`src/design/tscf_pkg.sv`:
```
// Shared constants, character codes and types for the text stream cat filter.
package tscf_pkg;

    localparam int NUMBER_DIGITS_DEF = 6;
    localparam int QUEUE_DEPTH_DEF   = 4;

    localparam int CFG_IDX_W  = 3;
    localparam int CFG_DATA_W = 1;
    localparam int BCD_W      = 4;

    typedef enum logic [CFG_IDX_W-1:0] {
        REG_NUMBER_NONBLANK  = 3'd0,
        REG_NUMBER_ALL       = 3'd1,
        REG_SQUEEZE_BLANK    = 3'd2,
        REG_SHOW_ENDS        = 3'd3,
        REG_SHOW_TABS        = 3'd4,
        REG_SHOW_NONPRINTING = 3'd5
    } t_reg_idx;

    localparam logic [7:0] CH_TAB       = 8'h09;
    localparam logic [7:0] CH_NL        = 8'h0A;
    localparam logic [7:0] CH_SPACE     = 8'h20;
    localparam logic [7:0] CH_DOLLAR    = 8'h24;
    localparam logic [7:0] CH_ZERO      = 8'h30;
    localparam logic [7:0] CH_QMARK     = 8'h3F;
    localparam logic [7:0] CH_I         = 8'h49;
    localparam logic [7:0] CH_CARET     = 8'h5E;
    localparam logic [7:0] CH_DEL       = 8'h7F;
    localparam logic [7:0] CTRL_MAX     = 8'h1F;
    localparam logic [7:0] HIGH_MIN     = 8'h80;
    localparam logic [7:0] CARET_OFFSET = 8'h40;

    localparam logic [BCD_W-1:0] BCD_NINE = 4'd9;

    typedef struct packed {
        logic number_nonblank;
        logic number_all;
        logic squeeze_blank;
        logic show_ends;
        logic show_tabs;
        logic show_nonprinting;
    } t_cfg;

    // Work description handed from the front to the back for one input word.
    typedef struct packed {
        logic       has_prefix;
        logic       is_number;
        logic       has_pre;
        logic [7:0] pre_byte;
        logic [7:0] main_byte;
    } t_job_ctl;

    localparam int JOB_CTL_W = $bits(t_job_ctl);

endpackage

```
`src/design/tscf_front.sv`:
```
// Front end: accepts input words, tracks line state and the BCD line counter, builds jobs.
module tscf_front #(
    parameter int NUMBER_DIGITS = tscf_pkg::NUMBER_DIGITS_DEF
) (
    input  logic                       i_clk,
    input  logic                       i_rst_n,
    input  tscf_pkg::t_cfg             i_cfg,
    input  logic                       i_valid,
    output logic                       o_ready,
    input  logic [7:0]                 i_byte,
    input  logic                       i_q_full,
    output logic                       o_push,
    output tscf_pkg::t_job_ctl         o_ctl,
    output logic [4*NUMBER_DIGITS-1:0] o_digits
);
    import tscf_pkg::*;

    localparam int DIG_W = BCD_W * NUMBER_DIGITS;
    localparam logic [DIG_W-1:0] BCD_ONE = DIG_W'(1);

    logic             r_at_line_start;
    logic [1:0]       r_blank_run;
    logic [DIG_W-1:0] r_line_bcd;

    logic             is_nl;
    logic             is_tab;
    logic             drop;
    logic             do_number;
    logic             do_spaces;
    logic             accept;
    logic [1:0]       n_blank_run;
    logic [DIG_W-1:0] n_line_bcd;
    t_job_ctl         ctl;

    // Saturating BCD increment: ripple through the digits, hold at all nines.
    always_comb begin
        logic carry;
        logic all_nines;
        carry      = 1'b1;
        all_nines  = 1'b1;
        n_line_bcd = r_line_bcd;
        for (int i = 0; i < NUMBER_DIGITS; i++) begin
            if (r_line_bcd[BCD_W*i +: BCD_W] != BCD_NINE) begin
                all_nines = 1'b0;
            end
            if (carry) begin
                if (r_line_bcd[BCD_W*i +: BCD_W] >= BCD_NINE) begin
                    n_line_bcd[BCD_W*i +: BCD_W] = '0;
                end else begin
                    n_line_bcd[BCD_W*i +: BCD_W] = r_line_bcd[BCD_W*i +: BCD_W] + 4'd1;
                    carry = 1'b0;
                end
            end
        end
        if (all_nines) begin
            n_line_bcd = r_line_bcd;
        end
    end

    always_comb begin
        is_nl       = (i_byte == CH_NL);
        is_tab      = (i_byte == CH_TAB);
        n_blank_run = r_blank_run;
        drop        = 1'b0;
        do_number   = 1'b0;
        do_spaces   = 1'b0;

        if (r_at_line_start) begin
            if (is_nl) begin
                n_blank_run = (r_blank_run == 2'd3) ? 2'd3 : r_blank_run + 2'd1;
            end else begin
                n_blank_run = 2'd0;
            end
            drop = i_cfg.squeeze_blank && (n_blank_run > 2'd1);
            if (!drop) begin
                if (i_cfg.number_nonblank) begin
                    do_number = !is_nl;
                    do_spaces = is_nl && i_cfg.show_ends;
                end else begin
                    do_number = i_cfg.number_all;
                end
            end
        end

        ctl.has_prefix = do_number || do_spaces;
        ctl.is_number  = do_number;
        ctl.has_pre    = 1'b0;
        ctl.pre_byte   = CH_CARET;
        ctl.main_byte  = i_byte;

        if (i_cfg.show_tabs && is_tab) begin
            ctl.has_pre   = 1'b1;
            ctl.main_byte = CH_I;
        end else if (i_cfg.show_ends && is_nl) begin
            ctl.has_pre  = 1'b1;
            ctl.pre_byte = CH_DOLLAR;
        end else if (i_cfg.show_nonprinting && !is_nl && !is_tab) begin
            if (i_byte <= CTRL_MAX || i_byte >= HIGH_MIN) begin
                ctl.has_pre   = 1'b1;
                ctl.main_byte = i_byte + CARET_OFFSET;
            end else if (i_byte == CH_DEL) begin
                ctl.has_pre   = 1'b1;
                ctl.main_byte = CH_QMARK;
            end
        end
    end

    assign accept   = i_valid && !i_q_full;
    assign o_ready  = !i_q_full;
    assign o_push   = accept && !drop;
    assign o_ctl    = ctl;
    assign o_digits = r_line_bcd;

    always_ff @(posedge i_clk) begin
        if (!i_rst_n) begin
            r_at_line_start <= 1'b1;
            r_blank_run     <= 2'd0;
            r_line_bcd      <= BCD_ONE;
        end else if (accept) begin
            r_at_line_start <= is_nl;
            r_blank_run     <= n_blank_run;
            if (do_number) begin
                r_line_bcd <= n_line_bcd;
            end
        end
    end

endmodule

```
`src/design/tscf_queue.sv`:
```
// Small synchronous FIFO that decouples the front end from the back end.
module tscf_queue #(
    parameter int WIDTH = tscf_pkg::JOB_CTL_W,
    parameter int DEPTH = tscf_pkg::QUEUE_DEPTH_DEF
) (
    input  logic             i_clk,
    input  logic             i_rst_n,
    input  logic             i_push,
    input  logic [WIDTH-1:0] i_wdata,
    input  logic             i_pop,
    output logic [WIDTH-1:0] o_rdata,
    output logic             o_full,
    output logic             o_empty
);
    import tscf_pkg::*;

    localparam int AW = (DEPTH > 1) ? $clog2(DEPTH) : 1;
    localparam int CW = $clog2(DEPTH + 1);
    localparam logic [AW-1:0] LAST_PTR = AW'(DEPTH - 1);
    localparam logic [CW-1:0] FULL_CNT = CW'(DEPTH);

    logic [WIDTH-1:0] r_mem [DEPTH];
    logic [AW-1:0]    r_wr_ptr;
    logic [AW-1:0]    r_rd_ptr;
    logic [CW-1:0]    r_count;

    logic do_push;
    logic do_pop;

    assign o_full  = (r_count == FULL_CNT);
    assign o_empty = (r_count == '0);
    assign o_rdata = r_mem[r_rd_ptr];
    assign do_push = i_push && !o_full;
    assign do_pop  = i_pop && !o_empty;

    always_ff @(posedge i_clk) begin
        if (do_push) begin
            r_mem[r_wr_ptr] <= i_wdata;
        end
    end

    always_ff @(posedge i_clk) begin
        if (!i_rst_n) begin
            r_wr_ptr <= '0;
            r_rd_ptr <= '0;
            r_count  <= '0;
        end else begin
            if (do_push) begin
                r_wr_ptr <= (r_wr_ptr == LAST_PTR) ? '0 : r_wr_ptr + 1'b1;
            end
            if (do_pop) begin
                r_rd_ptr <= (r_rd_ptr == LAST_PTR) ? '0 : r_rd_ptr + 1'b1;
            end
            if (do_push && !do_pop) begin
                r_count <= r_count + 1'b1;
            end else if (do_pop && !do_push) begin
                r_count <= r_count - 1'b1;
            end
        end
    end

endmodule

```
`src/design/tscf_back.sv`:
```
// Back end: walks one job at a time and emits its bytes through an output register.
module tscf_back #(
    parameter int NUMBER_DIGITS = tscf_pkg::NUMBER_DIGITS_DEF
) (
    input  logic                       i_clk,
    input  logic                       i_rst_n,
    input  logic                       i_q_empty,
    input  tscf_pkg::t_job_ctl         i_ctl,
    input  logic [4*NUMBER_DIGITS-1:0] i_digits,
    output logic                       o_pop,
    output logic                       o_valid,
    input  logic                       i_ready,
    output logic [7:0]                 o_byte,
    output logic                       o_last
);
    import tscf_pkg::*;

    localparam int DIG_W = BCD_W * NUMBER_DIGITS;
    localparam int IW    = (NUMBER_DIGITS > 1) ? $clog2(NUMBER_DIGITS) : 1;
    localparam logic [IW-1:0] LAST_IDX = IW'(NUMBER_DIGITS - 1);

    typedef enum logic [1:0] {
        PH_DIGIT,
        PH_TAB,
        PH_PRE,
        PH_MAIN
    } t_phase;

    logic             r_busy;
    t_phase           r_phase;
    logic [IW-1:0]    r_idx;
    logic             r_seen;
    t_job_ctl         r_ctl;
    logic [DIG_W-1:0] r_digits;
    logic             r_out_valid;
    logic [7:0]       r_out_byte;
    logic             r_out_last;

    logic             out_free;
    logic             emit;
    logic             done;
    logic             pop;
    logic             show;
    logic [3:0]       cur_digit;
    logic [3:0]       clamp_digit;
    logic [7:0]       cur_byte;
    logic             cur_last;
    t_phase           load_phase;

    always_comb begin
        cur_digit   = r_digits[BCD_W*r_idx +: BCD_W];
        clamp_digit = (cur_digit > BCD_NINE) ? BCD_NINE : cur_digit;
        // Leading zeros print as spaces; in a numbered job the units digit always prints.
        show = r_ctl.is_number && (r_seen || (cur_digit != 4'd0) || (r_idx == '0));
        cur_last = 1'b0;
        unique case (r_phase)
            PH_DIGIT: cur_byte = show ? (CH_ZERO + {4'd0, clamp_digit}) : CH_SPACE;
            PH_TAB:   cur_byte = CH_TAB;
            PH_PRE:   cur_byte = r_ctl.pre_byte;
            PH_MAIN: begin
                cur_byte = r_ctl.main_byte;
                cur_last = 1'b1;
            end
            default:  cur_byte = r_ctl.main_byte;
        endcase

        out_free = !r_out_valid || i_ready;
        emit     = r_busy && out_free;
        done     = emit && (r_phase == PH_MAIN);
        pop      = !i_q_empty && (!r_busy || done);

        if (i_ctl.has_prefix) begin
            load_phase = PH_DIGIT;
        end else if (i_ctl.has_pre) begin
            load_phase = PH_PRE;
        end else begin
            load_phase = PH_MAIN;
        end
    end

    assign o_pop   = pop;
    assign o_valid = r_out_valid;
    assign o_byte  = r_out_byte;
    assign o_last  = r_out_last;

    always_ff @(posedge i_clk) begin
        if (!i_rst_n) begin
            r_busy      <= 1'b0;
            r_phase     <= PH_MAIN;
            r_out_valid <= 1'b0;
        end else begin
            if (out_free) begin
                r_out_valid <= emit;
            end
            if (emit) begin
                r_out_byte <= cur_byte;
                r_out_last <= cur_last;
            end

            if (pop) begin
                r_busy   <= 1'b1;
                r_ctl    <= i_ctl;
                r_digits <= i_digits;
                r_phase  <= load_phase;
                r_idx    <= LAST_IDX;
                r_seen   <= 1'b0;
            end else if (done) begin
                r_busy <= 1'b0;
            end else if (emit) begin
                unique case (r_phase)
                    PH_DIGIT: begin
                        r_seen <= r_seen || show;
                        if (r_idx == '0) begin
                            r_phase <= PH_TAB;
                        end else begin
                            r_idx <= r_idx - 1'b1;
                        end
                    end
                    PH_TAB:  r_phase <= r_ctl.has_pre ? PH_PRE : PH_MAIN;
                    PH_PRE:  r_phase <= PH_MAIN;
                    default: r_phase <= PH_MAIN;
                endcase
            end
        end
    end

endmodule

```
`src/design/text_stream_cat_filter_top.sv`:
```
// Top level of the text stream cat filter: configuration registers, front end, queue, back end.
// A word accepted into an idle block goes through the job queue, the back end's job registers
// and the output register. Throughput: one input word per cycle while each word yields one byte
// and no stall; a longer job holds the back end, and the four-entry job queue lets input run ahead.
// Reset is synchronous and active low: it empties the queue and output register, clears all
// options, returns to line start with no blank run, and sets the line counter to one.
module text_stream_cat_filter_top #(
    parameter int NUMBER_DIGITS = tscf_pkg::NUMBER_DIGITS_DEF,
    parameter int QUEUE_DEPTH   = tscf_pkg::QUEUE_DEPTH_DEF
) (
    input  logic                            i_clk,
    input  logic                            i_rst_n,
    input  logic                            i_cfg_we,
    input  logic [tscf_pkg::CFG_IDX_W-1:0]  i_cfg_idx,
    input  logic [tscf_pkg::CFG_DATA_W-1:0] i_cfg_data,
    input  logic                            i_in_valid,
    output logic                            o_in_ready,
    input  logic [7:0]                      i_in_byte,
    output logic                            o_out_valid,
    input  logic                            i_out_ready,
    output logic [7:0]                      o_out_byte,
    output logic                            o_last_of_run
);
    import tscf_pkg::*;

    localparam int DIG_W = BCD_W * NUMBER_DIGITS;
    localparam int JOB_W = JOB_CTL_W + DIG_W;

    // Option bits. The host must write them only while the block is drained; the block does not enforce it.
    t_cfg r_cfg;

    always_ff @(posedge i_clk) begin
        if (!i_rst_n) begin
            r_cfg <= '0;
        end else if (i_cfg_we) begin
            unique case (i_cfg_idx)
                REG_NUMBER_NONBLANK:  r_cfg.number_nonblank  <= i_cfg_data[0];
                REG_NUMBER_ALL:       r_cfg.number_all       <= i_cfg_data[0];
                REG_SQUEEZE_BLANK:    r_cfg.squeeze_blank    <= i_cfg_data[0];
                REG_SHOW_ENDS:        r_cfg.show_ends        <= i_cfg_data[0];
                REG_SHOW_TABS:        r_cfg.show_tabs        <= i_cfg_data[0];
                REG_SHOW_NONPRINTING: r_cfg.show_nonprinting <= i_cfg_data[0];
                default: ;
            endcase
        end
    end

    // The front end classifies each word as it is accepted. Line state and the counter
    // advance right away, so the job carries a snapshot of the number to print.
    logic             f_push;
    t_job_ctl         f_ctl;
    logic [DIG_W-1:0] f_digits;
    logic             q_full;
    logic             q_empty;
    logic             q_pop;
    logic [JOB_W-1:0] q_rdata;
    t_job_ctl         b_ctl;
    logic [DIG_W-1:0] b_digits;

    tscf_front #(
        .NUMBER_DIGITS(NUMBER_DIGITS)
    ) u_front (
        .i_clk    (i_clk),
        .i_rst_n  (i_rst_n),
        .i_cfg    (r_cfg),
        .i_valid  (i_in_valid),
        .o_ready  (o_in_ready),
        .i_byte   (i_in_byte),
        .i_q_full (q_full),
        .o_push   (f_push),
        .o_ctl    (f_ctl),
        .o_digits (f_digits)
    );

    // Dropped words (squeezed blank lines) never enter the queue.
    tscf_queue #(
        .WIDTH(JOB_W),
        .DEPTH(QUEUE_DEPTH)
    ) u_queue (
        .i_clk   (i_clk),
        .i_rst_n (i_rst_n),
        .i_push  (f_push),
        .i_wdata ({f_ctl, f_digits}),
        .i_pop   (q_pop),
        .o_rdata (q_rdata),
        .o_full  (q_full),
        .o_empty (q_empty)
    );

    assign b_ctl    = t_job_ctl'(q_rdata[JOB_W-1 -: JOB_CTL_W]);
    assign b_digits = q_rdata[DIG_W-1:0];

    // The back end emits one byte per cycle unless the output stalls: digits and tab if the job
    // has a prefix, optional lead byte, then the main byte, which carries the last-of-run flag.
    tscf_back #(
        .NUMBER_DIGITS(NUMBER_DIGITS)
    ) u_back (
        .i_clk     (i_clk),
        .i_rst_n   (i_rst_n),
        .i_q_empty (q_empty),
        .i_ctl     (b_ctl),
        .i_digits  (b_digits),
        .o_pop     (q_pop),
        .o_valid   (o_out_valid),
        .i_ready   (i_out_ready),
        .o_byte    (o_out_byte),
        .o_last    (o_last_of_run)
    );

endmodule

```
`config.mk`:
```
export PLATFORM = sky130hd
export DESIGN_NAME = text_stream_cat_filter_top
export DESIGN_NICKNAME = d
export VERILOG_FILES = /design/src/design/tscf_pkg.sv /design/src/design/tscf_front.sv /design/src/design/tscf_queue.sv /design/src/design/tscf_back.sv /design/src/design/text_stream_cat_filter_top.sv
export SDC_FILE = /design/constraint.sdc
export NUM_CORES = 1
export LEC_CHECK = 0
export BUFFER_PORTS_ARGS = -buffer_cell sky130_fd_sc_hd__buf_4
export CORE_MARGIN = 5
export CORE_UTILIZATION = 40
export DETAILED_ROUTE_END_ITERATION = 8
export GPL_ROUTABILITY_DRIVEN = 0
export PLACE_DENSITY = 0.61
export SLEW_MARGIN = 5
export SYNTH_ARGS = -nofsm -noshare
export SYNTH_HDL_FRONTEND = slang
export SYNTH_SLANG_ARGS = --single-unit
export TNS_END_PERCENT = 5
```
`constraint.sdc`:
```
create_clock -name i_clk -period 6.3 [get_ports i_clk]
set_input_delay 0.315 -clock i_clk [delete_from_list [all_inputs] [get_ports i_clk]]
set_output_delay 0.315 -clock i_clk [all_outputs]
set_load 0.005 [all_outputs]
```
==> results.cfg <==
[status]
status = finished clean

[critical_path]
cp.required_ps = 6460
cp_data_arrival_time_ps = 3080
r2r_start = u_queue.r_count[0]
crit_fanout = 25
worstSetupEndpointType = flip-flop
startpoint = u_queue.r_count[0]
criticalPathCategory = reg -> reg
startpoint_type = flip-flop

[timing]
finalCriticalPeriod_ps = 2920
setup_ws_ps = 3380
fmax_mhz = 342
grt_setup_unrepaired = false
finalMaxSlewViolations = 0
worstMarginPinSlew_ps = 796
relSlewSlack_pct = 46.6
fin_crit_sh_pct = 46.4
hold_viol_final = 0
fin_skew_ps = 8.64
setup_viol = 0
finalSetupTns_ps = 0

[job]
maxCapViolCount = 0

[clock_network]
cts_hold_buf = 0
ctsRootBufferMaster = clkbuf_16
numClockSinks = 243
cts_tree = built
post_cts_buffers = 0
cts_made_buffers = 24
htree_num_levels = 1
path_clk_slew_ps = 60
clockBufferDepth = 3
cts_resized = 0
clk_latency_ps = 510

[hold_path]
hp-start = i_in_byte[2]
hold_path_class = in -> reg

[cells_and_area]
layout.nets = 733
drive_gt1_share_pct = 19.1
area_growth_pct = 12.9
diodes = 0

[die]
pin_count = 28
die_h_um = 169
core_um2 = 25100
die_x_um = 169
dieArea_um2 = 28700
start_util_pct = 40.5
num_rows = 58

[synthesis]
synth-seq-cells = 243
syn_area_um2 = 10200
syn-num-nets = 705
synth_top_area_share_pct = 58.2
ys_seq_area_share_pct = 67.2
syn_inst = 657
synth-warning-count = 0
yosys_most_used_dff = edfxtp_1
synth_top_cell_by_area = edfxtp_1
yosys-top-cells-area = edfxtp_1 (58%), mux4_2 (9.1%), dfxtp_1 (9.1%)
synthArstFlopShare_pct = 0
syn_area_per_cell_um2 = 15.5
synth-edff-count = 197
synthDistinctLibCells = 77

[routing]
drt_first_pass_iters = 5
antenna_left = 0
routedWlPerCell_um = 18.8
route.detailed.drc = 0
initialDrtViolationCount = 329
vias_per_cell = 5.35
routed_wl_mm = 19.4
via_count = 5523

[power_and_ir_drop]
p_leak_nw = 3.88
power_density_nw_per_um2 = 389
ir_worst_vdd_mv = 0.181

[grt]
grt_max_degree = 38
antenna_found_initial = 0
grt_pass1_wl_mm = 31.1
grtUsageTotal_pct = 13.6
grt_pass1_vias = 5748
grt_overflow = 0

[place]
hpwl_mm = 13.0
place_ws_ps = 3050
numPortBuffers = 27
cells in the mapped netlist (all sizes together) (3+ instances only):
| library cell | number |
|---|---|
| o21ai | 17 |
| nor3 | 17 |
| o211a | 4 |
| o31ai | 8 |
| ha | 30 |
| nand4b | 3 |
| and2 | 8 |
| mux2i | 12 |
| buf | 13 |
| nand2 | 42 |
| a31oi | 4 |
| nor2b | 7 |
| and3 | 5 |
| nand4 | 6 |
| o21a | 3 |
| or3 | 3 |
| inv | 29 |
| nand3 | 23 |
| nand2b | 6 |
| o211ai | 5 |
| and4 | 3 |
| or3b | 4 |
| edfxtp | 197 |
| dfxtp | 46 |
| mux4 | 41 |
| a21oi | 19 |
| clkbuf | 18 |
| nor2 | 42 |
registers in the layout (all words and copies together) (netlist names), 3 cells and up, named ones only:
signal and cells:
u_queue.r_count 3, u_back.o_byte 8, u_queue.r_mem 148, u_back.r_idx 3, r_cfg 6, u_back.r_digits 24
u_back.r_ctl 12, u_front.o_digits 24
kinds of logic (layout without fill, tap and decap cells):
family / Yosys count / in the layout / synth area share (%)
flops: 243 / 243 / 67.2
simple gates: 178 / 178 / 9.08
compound gates: 86 / 86 / 6.26
buf+inv: 61 / 107 / 2.83
mux: 54 / 54 / 10.4
fa+ha+maj: 31 / 31 / 3.89
xor+xnor: 4 / 4 / 0.345
layout by cell type, fill, tap and decap left out, types with 3 or more instances in the layout:
| cell | instances |
|---|---|
| edfxtp_1 | 197 |
| dfxtp_1 | 45 |
| nand2_1 | 41 |
| mux4_2 | 41 |
| nor2_1 | 41 |
| buf_4 | 33 |
| ha_1 | 30 |
| inv_1 | 29 |
| clkbuf_16 | 25 |
| nand3_1 | 22 |
| a21oi_1 | 17 |
| nor3_1 | 16 |
| o21ai_0 | 12 |
| mux2i_1 | 12 |
| and2_1 | 8 |
| nor2b_1 | 6 |
| nand4_1 | 6 |
| o31ai_1 | 6 |
| and3_1 | 5 |
| nand2b_1 | 5 |
| o211ai_1 | 5 |
| o21ai_1 | 5 |
| clkbuf_1 | 5 |
| clkinv_2 | 5 |
| a31oi_1 | 4 |
| o211a_1 | 4 |
| and4_1 | 3 |
| or3b_2 | 3 |
| or3_1 | 3 |
| o21a_1 | 3 |
| nand4b_1 | 3 |
| clkbuf_8 | 3 |
| bufinv_16 | 3 |
where the power goes:
part,switching [W],internal [W],total (W)
clock,0.000563,0.000885,0.00145
combinational,0.000429,0.000401,0.000830
sequential,0.000165,0.00203,0.00219
total,0.00116,0.00331,0.00447
per-stage QoR:
step	utilization, %	hold slack, ps	cell area (um^2)	instances	power, W
floorplan	-	453	10200	657	0.00282
finish	45.7	32.9	11500	1033	0.00447
global route	45.7	30.1	11500	1033	0.00468
detailed placement	42.5	494	10700	989	0.00307
CTS	45.7	15.3	11500	1033	0.00453
global placement	42.5	465	10700	989	0.00303
layout make-up:
class / count / area, um^2
Clock buffer: 33 / 686
Clock inverter: 11 / 135
Fill cell: 2188 / 13600
Inverter: 30 / 113
Multi-Input combinational cell: 353 / 3050
Sequential cell: 243 / 6840
Tap cell: 330 / 413
Timing Repair Buffer: 33 / 248
worst paths after layout:
| path | end | slack, ps | cells past startpoint |
|---|---|---|---|
| setup / recovery | u_queue.r_mem[1][15] | 3380 | 5 |
| hold / removal | u_queue.r_mem[0][26] | 30 | 1 |
| setup reg to reg | u_queue.r_mem[1][15] | 3380 | 5 |
| hold reg to reg | u_front.r_blank_run[0] | 510 | 2 |
layer usage:
metal | track usage, % | share of wire (%) | routed length (um)
met5 | 0 | 0 | 0
met4 | 4.06 | 2.0 | 387
met3 | 1.58 | 3.9 | 750
met2 | 23.7 | 51 | 9840
met1 | 17.9 | 43 | 8420
worst max-delay path, cell delays in order (launching register included):
cell and delay (ps):
dfxtp_1 430, or3b_2 220, nand2_1 140, a31oi_1 610, and2_1 670, buf_4 490
No activity file was read; power rests on OpenSTA's default activity.
